--- config.mk ---
export PLATFORM = sky130hd
export DESIGN_NAME = hid_descriptor_application_table_unit
export DESIGN_NICKNAME = d
export VERILOG_FILES = /design/src/hdl/hdat_pkg.sv /design/src/hdl/hdat_table.sv /design/src/hdl/hdat_datapath.sv /design/src/hdl/hdat_ctrl.sv /design/src/hdl/hid_descriptor_application_table_unit.sv
export SDC_FILE = /design/constraint.sdc
export NUM_CORES = 1
export LEC_CHECK = 0
export ABC_CLOCK_PERIOD_IN_PS = 12500
export BUFFER_PORTS_ARGS = -buffer_cell sky130_fd_sc_hd__buf_2
export CAP_MARGIN = 20
export CORE_MARGIN = 5
export CORE_UTILIZATION = 35
export CTS_CLUSTER_DIAMETER = 150
export DETAILED_ROUTE_END_ITERATION = 16
export PLACE_DENSITY_LB_ADDON = 0.12
export SYNTH_ARGS = -nofsm -noshare
export SYNTH_HDL_FRONTEND = slang
export SYNTH_HIERARCHICAL = 1
export SYNTH_SLANG_ARGS = --single-unit
--- constraint.sdc ---
create_clock -name clk -period 12.5 [get_ports clk]
set_input_delay 1.25 -clock clk [delete_from_list [all_inputs] [get_ports clk]]
set_output_delay 1.25 -clock clk [all_outputs]
set_load 0.05 [all_outputs]
--- src/hdl/hdat_pkg.sv ---
// Package with the shared types, codes and constants of the HID descriptor application table.
`default_nettype none

package hdat_pkg;

    typedef struct packed {
        logic [1:0] mode;
        logic [7:0] data_byte;
        logic [6:0] device_address;
        logic [7:0] interface_instance;
        logic       descriptor_last;
    } in_item_t;

    typedef struct packed {
        logic       found;
        logic [2:0] entry_index;
        logic [7:0] usage_value;
        logic [7:0] usage_page_value;
        logic [7:0] report_id_value;
        logic       table_full;
    } out_item_t;

    typedef struct packed {
        logic [7:0] usage;
        logic [7:0] usage_page;
        logic [6:0] device;
        logic [7:0] iface;
        logic [7:0] report_id;
    } entry_t;

    localparam logic [1:0] MODE_PARSE  = 2'd0;
    localparam logic [1:0] MODE_REMOVE = 2'd1;
    localparam logic [1:0] MODE_LOOKUP = 2'd2;

    localparam logic [2:0] KIND_NONE       = 3'd0;
    localparam logic [2:0] KIND_USAGE_PAGE = 3'd1;
    localparam logic [2:0] KIND_USAGE      = 3'd2;
    localparam logic [2:0] KIND_COLLECTION = 3'd3;
    localparam logic [2:0] KIND_REPORT_ID  = 3'd4;

    localparam logic [7:0] TAG_USAGE_PAGE = 8'h04;
    localparam logic [7:0] TAG_USAGE      = 8'h08;
    localparam logic [7:0] TAG_COLLECTION = 8'ha0;
    localparam logic [7:0] TAG_REPORT_ID  = 8'h84;
    localparam logic [7:0] TAG_MASK       = 8'hfc;
    localparam logic [7:0] SIZE_MASK      = 8'h03;
    localparam logic [1:0] SIZE_CODE_FOUR = 2'd3;

    localparam logic [7:0] COLLECTION_APPLICATION = 8'h01;
    localparam logic [7:0] LIMIT_RESET            = 8'd8;

    localparam logic [2:0] OP_NONE   = 3'd0;
    localparam logic [2:0] OP_CLAIM  = 3'd1;
    localparam logic [2:0] OP_REPORT = 3'd2;
    localparam logic [2:0] OP_REMOVE = 3'd3;
    localparam logic [2:0] OP_LOOKUP = 3'd4;

    typedef struct packed {
        logic       load;
        logic       decode;
        logic       scan;
        logic       finish;
        logic [2:0] op;
    } cmd_t;

    typedef struct packed {
        logic [2:0] op;
        logic       stop;
    } status_t;

endpackage

`default_nettype wire

--- src/hdl/hdat_table.sv ---
// Application table storage with one read port, one write port, one valid-bit clear port and per-entry valid bits.
`default_nettype none

module hdat_table #(
    parameter int ENTRIES = 8,
    parameter int IDX_W   = 3
) (
    input  wire logic              clk,
    input  wire logic              rst_n,
    input  wire logic [IDX_W-1:0]  rd_addr,
    output hdat_pkg::entry_t       rd_entry,
    input  wire logic              wr_en,
    input  wire logic [IDX_W-1:0]  wr_addr,
    input  wire hdat_pkg::entry_t  wr_entry,
    input  wire logic              clr_en,
    input  wire logic [IDX_W-1:0]  clr_addr
);

    hdat_pkg::entry_t mem [ENTRIES];
    hdat_pkg::entry_t mem_rd_reg;
    logic [ENTRIES-1:0] valid_reg;
    logic               valid_rd_reg;

    always_ff @(posedge clk)
    begin
        if (wr_en)
        begin
            mem[wr_addr] <= wr_entry;
        end
    end

    always_ff @(posedge clk)
    begin
        mem_rd_reg <= mem[rd_addr];
    end

    always_ff @(posedge clk or negedge rst_n)
    begin
        if (!rst_n)
        begin
            valid_reg    <= '0;
            valid_rd_reg <= 1'b0;
        end
        else
        begin
            valid_rd_reg <= valid_reg[rd_addr];
            if (wr_en)
            begin
                valid_reg[wr_addr] <= 1'b1;
            end
            if (clr_en)
            begin
                valid_reg[clr_addr] <= 1'b0;
            end
        end
    end

    assign rd_entry = valid_rd_reg ? mem_rd_reg : '0;

endmodule

`default_nettype wire

--- src/hdl/hdat_datapath.sv ---
// Datapath with the parser registers, item decode, table scan compare and result register.
`default_nettype none

module hdat_datapath #(
    parameter int ENTRIES = 8,
    parameter int IDX_W   = 3
) (
    input  wire logic                clk,
    input  wire logic                rst_n,
    input  wire hdat_pkg::in_item_t  request,
    input  wire logic                cfg_we,
    input  wire logic [7:0]          cfg_data,
    input  wire hdat_pkg::cmd_t      cmd,
    output hdat_pkg::status_t        status,
    output hdat_pkg::out_item_t      result
);

    localparam logic [IDX_W-1:0] LAST_IDX = IDX_W'(ENTRIES - 1);

    hdat_pkg::in_item_t  req_reg;
    hdat_pkg::out_item_t res_reg;
    logic [7:0]       limit_reg;
    logic [2:0]       skip_reg, skip_next;
    logic [2:0]       pending_reg, pending_next;
    logic [7:0]       page_reg, page_next;
    logic [7:0]       usage_reg, usage_next;
    logic [7:0]       value_reg, value_next;
    logic [IDX_W-1:0] cur_reg;
    logic             missing_reg;
    logic [IDX_W-1:0] scan_idx_reg;
    logic [IDX_W-1:0] next_idx;
    logic [IDX_W+2:0] scan_idx_ext;

    logic [2:0]       dec_op;
    logic [2:0]       kind;
    logic [1:0]       size_code;
    logic [2:0]       size_bytes;
    logic             apply;
    logic [7:0]       item_value;

    hdat_pkg::entry_t rd_entry;
    hdat_pkg::entry_t wr_entry;
    logic [IDX_W-1:0] rd_addr;
    logic [IDX_W-1:0] wr_addr;
    logic             wr_en;
    logic             clr_en;
    logic             last_idx;
    logic             dev_match;
    logic             is_free;
    logic             rid_hit;
    logic             stop;
    logic             claim_ok;
    logic             claim_full;
    logic             lookup_hit;

    function automatic logic [2:0] kind_of_tag(input logic [7:0] tag);
        logic [2:0] k;
        k = hdat_pkg::KIND_NONE;
        case (tag)
            hdat_pkg::TAG_USAGE_PAGE: k = hdat_pkg::KIND_USAGE_PAGE;
            hdat_pkg::TAG_USAGE:      k = hdat_pkg::KIND_USAGE;
            hdat_pkg::TAG_COLLECTION: k = hdat_pkg::KIND_COLLECTION;
            hdat_pkg::TAG_REPORT_ID:  k = hdat_pkg::KIND_REPORT_ID;
            default:                  k = hdat_pkg::KIND_NONE;
        endcase
        return k;
    endfunction

    assign size_code  = 2'(req_reg.data_byte & hdat_pkg::SIZE_MASK);
    assign size_bytes = (size_code == hdat_pkg::SIZE_CODE_FOUR) ? 3'd4 : {1'b0, size_code};

    always_comb
    begin
        dec_op       = hdat_pkg::OP_NONE;
        skip_next    = skip_reg;
        pending_next = pending_reg;
        page_next    = page_reg;
        usage_next   = usage_reg;
        value_next   = value_reg;
        kind         = hdat_pkg::KIND_NONE;
        apply        = 1'b0;
        item_value   = 8'd0;
        case (req_reg.mode)
            hdat_pkg::MODE_PARSE:
            begin
                if (skip_reg != 3'd0)
                begin
                    kind         = pending_reg;
                    item_value   = req_reg.data_byte;
                    apply        = 1'b1;
                    skip_next    = skip_reg - 3'd1;
                    pending_next = hdat_pkg::KIND_NONE;
                end
                else
                begin
                    kind = kind_of_tag(req_reg.data_byte & hdat_pkg::TAG_MASK);
                    if (size_bytes == 3'd0)
                    begin
                        pending_next = hdat_pkg::KIND_NONE;
                        apply        = 1'b1;
                    end
                    else
                    begin
                        skip_next    = size_bytes;
                        pending_next = kind;
                    end
                end
                if (apply)
                begin
                    case (kind)
                        hdat_pkg::KIND_USAGE_PAGE: page_next = item_value;
                        hdat_pkg::KIND_USAGE:
                        begin
                            if (item_value <= limit_reg)
                            begin
                                usage_next = item_value;
                            end
                        end
                        hdat_pkg::KIND_COLLECTION:
                        begin
                            if (item_value == hdat_pkg::COLLECTION_APPLICATION)
                            begin
                                dec_op = hdat_pkg::OP_CLAIM;
                            end
                        end
                        hdat_pkg::KIND_REPORT_ID:
                        begin
                            if (!missing_reg)
                            begin
                                dec_op = hdat_pkg::OP_REPORT;
                            end
                        end
                        default:
                        begin
                        end
                    endcase
                end
                value_next = item_value;
            end
            hdat_pkg::MODE_REMOVE: dec_op = hdat_pkg::OP_REMOVE;
            hdat_pkg::MODE_LOOKUP: dec_op = hdat_pkg::OP_LOOKUP;
            default:
            begin
            end
        endcase
    end

    assign last_idx     = (scan_idx_reg == LAST_IDX);
    assign next_idx     = last_idx ? '0 : scan_idx_reg + 1'b1;
    assign scan_idx_ext = (IDX_W + 3)'(scan_idx_reg);
    assign dev_match    = (rd_entry.device == req_reg.device_address) &&
                          (rd_entry.iface == req_reg.interface_instance);
    assign is_free      = (rd_entry.usage == 8'd0);
    assign rid_hit      = (rd_entry.report_id == 8'd0) ||
                          (rd_entry.report_id == req_reg.data_byte);

    always_comb
    begin
        wr_en      = 1'b0;
        wr_entry   = rd_entry;
        clr_en     = 1'b0;
        stop       = 1'b0;
        claim_ok   = 1'b0;
        claim_full = 1'b0;
        lookup_hit = 1'b0;
        if (cmd.scan)
        begin
            case (cmd.op)
                hdat_pkg::OP_CLAIM:
                begin
                    if (is_free)
                    begin
                        wr_en               = 1'b1;
                        wr_entry.usage      = usage_reg;
                        wr_entry.usage_page = page_reg;
                        wr_entry.device     = req_reg.device_address;
                        wr_entry.iface      = req_reg.interface_instance;
                        claim_ok            = 1'b1;
                        stop                = 1'b1;
                    end
                    else if (last_idx)
                    begin
                        claim_full = 1'b1;
                        stop       = 1'b1;
                    end
                end
                hdat_pkg::OP_REPORT:
                begin
                    wr_en              = 1'b1;
                    wr_entry.report_id = value_reg;
                    stop               = 1'b1;
                end
                hdat_pkg::OP_REMOVE:
                begin
                    clr_en = dev_match;
                    stop   = last_idx;
                end
                hdat_pkg::OP_LOOKUP:
                begin
                    if (is_free)
                    begin
                        stop = 1'b1;
                    end
                    else if (dev_match && rid_hit)
                    begin
                        lookup_hit = 1'b1;
                        stop       = 1'b1;
                    end
                    else
                    begin
                        stop = last_idx;
                    end
                end
                default: stop = 1'b1;
            endcase
        end
    end

    assign rd_addr = cmd.decode ? ((dec_op == hdat_pkg::OP_REPORT) ? cur_reg : '0) : next_idx;
    assign wr_addr = (cmd.op == hdat_pkg::OP_REPORT) ? cur_reg : scan_idx_reg;

    hdat_table #(
        .ENTRIES (ENTRIES),
        .IDX_W   (IDX_W)
    ) u_table (
        .clk      (clk),
        .rst_n    (rst_n),
        .rd_addr  (rd_addr),
        .rd_entry (rd_entry),
        .wr_en    (wr_en),
        .wr_addr  (wr_addr),
        .wr_entry (wr_entry),
        .clr_en   (clr_en),
        .clr_addr (scan_idx_reg)
    );

    always_ff @(posedge clk or negedge rst_n)
    begin
        if (!rst_n)
        begin
            limit_reg    <= hdat_pkg::LIMIT_RESET;
            skip_reg     <= 3'd0;
            pending_reg  <= hdat_pkg::KIND_NONE;
            page_reg     <= 8'd0;
            usage_reg    <= 8'd0;
            cur_reg      <= '0;
            missing_reg  <= 1'b0;
            scan_idx_reg <= '0;
        end
        else
        begin
            if (cfg_we)
            begin
                limit_reg <= cfg_data;
            end
            if (cmd.decode)
            begin
                skip_reg     <= skip_next;
                pending_reg  <= pending_next;
                page_reg     <= page_next;
                usage_reg    <= usage_next;
                scan_idx_reg <= '0;
            end
            else if (cmd.scan && !stop)
            begin
                scan_idx_reg <= next_idx;
            end
            if (claim_ok)
            begin
                cur_reg     <= scan_idx_reg;
                missing_reg <= 1'b0;
            end
            if (claim_full)
            begin
                missing_reg <= 1'b1;
            end
            if (cmd.finish && (req_reg.mode == hdat_pkg::MODE_PARSE) && req_reg.descriptor_last)
            begin
                skip_reg    <= 3'd0;
                pending_reg <= hdat_pkg::KIND_NONE;
                page_reg    <= 8'd0;
                usage_reg   <= 8'd0;
                cur_reg     <= '0;
                missing_reg <= 1'b0;
            end
        end
    end

    always_ff @(posedge clk)
    begin
        if (cmd.load)
        begin
            req_reg <= request;
        end
        if (cmd.decode)
        begin
            value_reg <= value_next;
            res_reg   <= '0;
        end
        else if (claim_ok)
        begin
            res_reg.entry_index      <= scan_idx_ext[2:0];
            res_reg.usage_value      <= usage_reg;
            res_reg.usage_page_value <= page_reg;
            res_reg.report_id_value  <= rd_entry.report_id;
        end
        else if (claim_full)
        begin
            res_reg.table_full <= 1'b1;
        end
        else if (lookup_hit)
        begin
            res_reg.found            <= 1'b1;
            res_reg.entry_index      <= scan_idx_ext[2:0];
            res_reg.usage_value      <= rd_entry.usage;
            res_reg.usage_page_value <= rd_entry.usage_page;
            res_reg.report_id_value  <= rd_entry.report_id;
        end
    end

    assign status.op   = dec_op;
    assign status.stop = stop;
    assign result      = res_reg;

endmodule

`default_nettype wire

--- src/hdl/hdat_ctrl.sv ---
// Controller state machine that sequences decode, table scan and result transfer.
`default_nettype none

module hdat_ctrl (
    input  wire logic              clk,
    input  wire logic              rst_n,
    input  wire logic              start,
    output logic                   busy,
    output logic                   done,
    output hdat_pkg::cmd_t         cmd,
    input  wire hdat_pkg::status_t status
);

    localparam logic [1:0] S_IDLE   = 2'd0;
    localparam logic [1:0] S_DECODE = 2'd1;
    localparam logic [1:0] S_SCAN   = 2'd2;
    localparam logic [1:0] S_DONE   = 2'd3;

    logic [1:0] state_reg, state_next;
    logic [2:0] op_reg, op_next;

    always_comb
    begin
        state_next = state_reg;
        op_next    = op_reg;
        case (state_reg)
            S_IDLE:
            begin
                if (start)
                begin
                    state_next = S_DECODE;
                end
            end
            S_DECODE:
            begin
                op_next    = status.op;
                state_next = (status.op == hdat_pkg::OP_NONE) ? S_DONE : S_SCAN;
            end
            S_SCAN:
            begin
                if (status.stop)
                begin
                    state_next = S_DONE;
                end
            end
            S_DONE:   state_next = S_IDLE;
            default:  state_next = S_IDLE;
        endcase
    end

    always_ff @(posedge clk or negedge rst_n)
    begin
        if (!rst_n)
        begin
            state_reg <= S_IDLE;
            op_reg    <= hdat_pkg::OP_NONE;
        end
        else
        begin
            state_reg <= state_next;
            op_reg    <= op_next;
        end
    end

    assign busy       = (state_reg != S_IDLE);
    assign done       = (state_reg == S_DONE);
    assign cmd.load   = (state_reg == S_IDLE) && start;
    assign cmd.decode = (state_reg == S_DECODE);
    assign cmd.scan   = (state_reg == S_SCAN);
    assign cmd.finish = (state_reg == S_DONE);
    assign cmd.op     = op_reg;

`ifndef ASSERT_OFF
    a_accept_busy: assert property (@(posedge clk) disable iff (!rst_n)
        start && !busy |=> busy)
        else $error("accepted transfer did not make the block busy");

    a_done_idle: assert property (@(posedge clk) disable iff (!rst_n)
        done |=> !busy)
        else $error("block still busy after the result transfer");

    a_cmd_onehot: assert property (@(posedge clk) disable iff (!rst_n)
        $onehot0({cmd.load, cmd.decode, cmd.scan, cmd.finish}))
        else $error("more than one datapath command at once");

    a_scan_op: assert property (@(posedge clk) disable iff (!rst_n)
        cmd.scan |-> cmd.op != hdat_pkg::OP_NONE)
        else $error("table scan without a table operation");
`endif

endmodule

`default_nettype wire

--- src/hdl/hid_descriptor_application_table_unit.sv ---
// Top level of the HID descriptor application table: controller, datapath and config port.
// A descriptor byte with no table access gives its result without a table scan, a Report ID
// write updates the claimed entry, and a claim, remove or lookup scans up to TABLE_ENTRIES
// entries, one entry per cycle through one read port.
// One item is in work at a time; the next start is taken the cycle after the done strobe.
// Reset clears the parser state and all table valid bits at once and sets the limit to 8.
`default_nettype none

module hid_descriptor_application_table_unit #(
    parameter int TABLE_ENTRIES = 8
) (
    input  wire logic                clk,
    input  wire logic                rst_n,
    input  wire logic                start,
    output logic                     busy,
    input  wire hdat_pkg::in_item_t  request,
    output logic                     done,
    output hdat_pkg::out_item_t      result,
    input  wire logic                cfg_valid,
    output logic                     cfg_ready,
    input  wire logic [7:0]          cfg_data
);

    localparam int IDX_W = (TABLE_ENTRIES > 1) ? $clog2(TABLE_ENTRIES) : 1;

    hdat_pkg::cmd_t    cmd;
    hdat_pkg::status_t status;

    assign cfg_ready = 1'b1;

    hdat_ctrl u_ctrl (
        .clk    (clk),
        .rst_n  (rst_n),
        .start  (start),
        .busy   (busy),
        .done   (done),
        .cmd    (cmd),
        .status (status)
    );

    hdat_datapath #(
        .ENTRIES (TABLE_ENTRIES),
        .IDX_W   (IDX_W)
    ) u_datapath (
        .clk      (clk),
        .rst_n    (rst_n),
        .request  (request),
        .cfg_we   (cfg_valid && cfg_ready),
        .cfg_data (cfg_data),
        .cmd      (cmd),
        .status   (status),
        .result   (result)
    );

endmodule

`default_nettype wire
==> out/qor.yml <==
status:
  status: "completed"
power:
  powerDensity_nw_per_um2: 211
  leakage_nw: 8.01
  peakVddDrop_mv: 0.106
setup_path:
  critical_path_class: "flip-flop to flip-flop"
  critical_path.slowest_cell: "buf_4"
  r2r-end: "u_datapath/u_table/mem_rd_reg[9]$_DFF_P_"
  cp.required_ns: 12.99
  cp-end-kind: "flip-flop"
  worstPathCellList: "inv_1, ha_1, nand2b_1, nor2_1, nor4_1, nand4_1, nor2_1, a21bo_4, buf_4, mux4_1, mux2_2"
  crit_arrival_ns: 5.02
  critPathLaunchType: "flip-flop"
  rr_worst_depth: 11
  timing.rr.start: "u_datapath/skip_reg[0]$_DFFE_PN0P_"
  worstPathMaxFanout: 53
  rrSetupSlack_ns: 7.96
  worst_path_most_repeated_cell: "nor2_1"
  critPathMaxStageDelay_ns: 0.83
placed_design:
  io_buffer_count: 68
  placed_area_um2: 20100
  place_ws_ns: 7.90
  dpl.hpwl_um: 25200
  gp_congestion: 0.755
logic_synthesis:
  synth-compound-area-share: 0.0441
  ys_ff_latch: 465
  synth_top_family_by_area: "multiplexers"
  synth_ff_type: "edfxtp_1"
  ys_async_sr_fraction: 0.110
  synthDistinctLibCells: 68
  synth.top_cell.area_share: 0.546
  synth_xor_area_frac: 0.0106
  synth.largest_area_cell: "edfxtp_1"
  syn_area_um2: 19000
  synth_fa_ha_area_frac: 0.0112
  syn_nets: 1186
  synth-simple-area-share: 0.0696
  yosysWarnings: 6
  synth-edff-count: 346
  synth.mux.area_fraction: 0.156
  synthCells: 1131
  ys_seq_area_frac: 0.685
  syn-mean-instance-area_um2: 16.8
  synth.area.top_cells: "edfxtp_1 (55%), mux4_1 (11%), dfxtp_1 (7.2%)"
clock_tree:
  cts_made_buffers: 51
  cts_resized: 0
  root_buffer: "clkbuf_16"
  clock_sinks: 465
  htreeDepth: 2
  clkLatencyLatePin_ns: 0.61
  holdBufCountCts: 0
  clk_pin_slew_ns: 0.06
  cts_tree: "done"
  post-cts-setup-buffers: 0
  clockBufferDepth: 3
sta:
  slew_headroom: 0.336
  fmax_mhz: 221
  fin_setup_tns_ns: 0
  worst_pin_slew_ns: 0.996
  rsz0062_at_grt: "no"
  period_share: 0.363
  slew_viol_final: 0
  fin_ws_ns: 7.96
  finClkSkew_ns: 0.0236
  setup_viol: 0
  hold_violations: 0
  fin_crit_ns: 4.54
grt:
  grt_pass1_wl_um: 68000
  first_global_vias: 10313
  grt.overflow.total: 0
  grt_start_max_net_pins: 62
  grt_antenna_before_repair: 0
  track_usage: 0.153
min_path:
  min_to: "u_datapath/result[21]$_SDFFE_PP0P_"
  hp-start: "u_datapath/result[21]$_SDFFE_PP0P_"
  min_path_cells: 2
  min_path_type: "flip-flop to flip-flop"
floorplan:
  die_w_um: 243
  ios: 70
  start_util: 0.353
  die_h_um: 243
  die_area_um2: 59100
  core_area_um2: 53800
  std_cell_rows: 85
finish:
  antennaDiodeCount: 0
  layout_commonest_cell: "edfxtp_1"
  area_delta_synth_final_pct: 14.4
  largest_register_ffs: 312
  final_cell_mix: "edfxtp_1 (346), nand2_1 (108), mux4_1 (80)"
  fin_area_um2: 21800
  layout.nets: 1266
  final_layout_size_suffix_gt1_frac: 0.200
flow_run:
  cap_violations: 0
detailed_routing:
  num_vias: 10022
  wl_per_cell_um: 23.3
  drc: 0
  first_pass_iters: 4
  ant_nets: 0
  post_drt_via_cell_ratio: 5.14
  routed_wl_um: 45500
  drt-initial-drc-count: 629
critical path, delay by kind of cell (launching register included):
family          cells  cell delay (ns)
fa+ha+maj           1             0.22
buf+inv             2             0.90
simple gates        5             1.36
mux                 2             0.92
flops               1             0.37
compound gates      1             0.60
layer usage:
layer / wire length (µm) / up-vias / global-route usage
met3: 1740 / 78 / 0.0251
met4: 1270 / 0 / 0.0506
met5: 0 / - / 0
li1: - / 4595 / -
met1: 21100 / 5139 / 0.212
met2: 21400 / 210 / 0.248
cells in the mapped netlist (all sizes together), types with 2 or more instances:
library cell	number
nand2	108
nor2b	7
nand2b	3
edfxtp	346
inv	26
mux2	59
o221ai	8
o32a	7
xor2	3
and2	48
mux4	80
nand4	11
dfxtp	68
nor4	8
buf	22
a22o	2
a21o	9
and4b	3
nor3	5
a22oi	2
xnor2	20
o22a	2
dfrtp	50
clkbuf	36
nor4bb	3
nor2	31
or2	2
and3b	2
o31ai	2
a21oi	41
ha	17
nand3	13
a31o	11
o21ai	19
mux2i	20
nor3b	3
a211oi	8
and3	4
nor4b	3
metrics by stage:
| step | total power [mW] | util | hold WS (ns) | instances |
|---|---|---|---|---|
| 2_1_floorplan | 2.88 | - | 0.450 | 1131 |
| 3_3_place_gp | 3.18 | 0.374 | 0.434 | 1853 |
| 3_5_place_dp | 3.19 | 0.374 | 0.436 | 1853 |
| 4_1_cts | 4.67 | 0.404 | 0.445 | 1949 |
| 5_1_grt | 4.83 | 0.404 | 0.470 | 1950 |
| 6_report | 4.60 | 0.404 | 0.442 | 1950 |
cell families (layout without fill, tap and decap cells):
logic type      after synthesis  after routing
xor+xnor                     23             23
flops                       465            465
buf+inv                      85            208
compound gates              122            122
simple gates                259            259
other cells                   1              1
fa+ha+maj                    17             17
mux                         159            159
report_power, final:
part | switching [mW] | internal, mW | total [mW]
clock network | 0.615 | 0.837 | 1.45
registers | 0.0781 | 1.94 | 2.02
logic | 0.672 | 0.451 | 1.12
final cells by class:
cell class	instances	area (µm²)
fill	4923	32000
clock inverter	23	210
clock buffer	73	1420
tap	696	871
timing repair buffer	85	488
multi-input combinational	581	5650
sequential	465	13000
inverter	27	101
worst max path at each step:
stage | from | to | slack (ns) | cells after the start
final | u_datapath/skip_reg[0]$_DFFE_PN0P_ | u_datapath/u_table/mem_rd_reg[9]$_DFF_P_ | 7.96 | 11
after global routing | u_datapath/skip_reg[0]$_DFFE_PN0P_ | u_datapath/u_table/mem_rd_reg[3]$_DFF_P_ | 7.67 | 11
after floorplan | u_datapath/u_table/valid_rd_reg$_DFF_PN0_ | u_datapath/u_table/valid_reg[0]$_DFF_PN0_ | 5.78 | 9
after detailed placement | u_datapath/skip_reg[0]$_DFFE_PN0P_ | u_datapath/u_table/mem_rd_reg[27]$_DFF_P_ | 7.90 | 11
after global placement | u_datapath/skip_reg[0]$_DFFE_PN0P_ | u_datapath/u_table/mem_rd_reg[28]$_DFF_P_ | 8.02 | 11
after CTS | u_datapath/skip_reg[0]$_DFFE_PN0P_ | u_datapath/u_table/mem_rd_reg[3]$_DFF_P_ | 7.90 | 11
No activity file was read; power rests on OpenSTA's default activity.
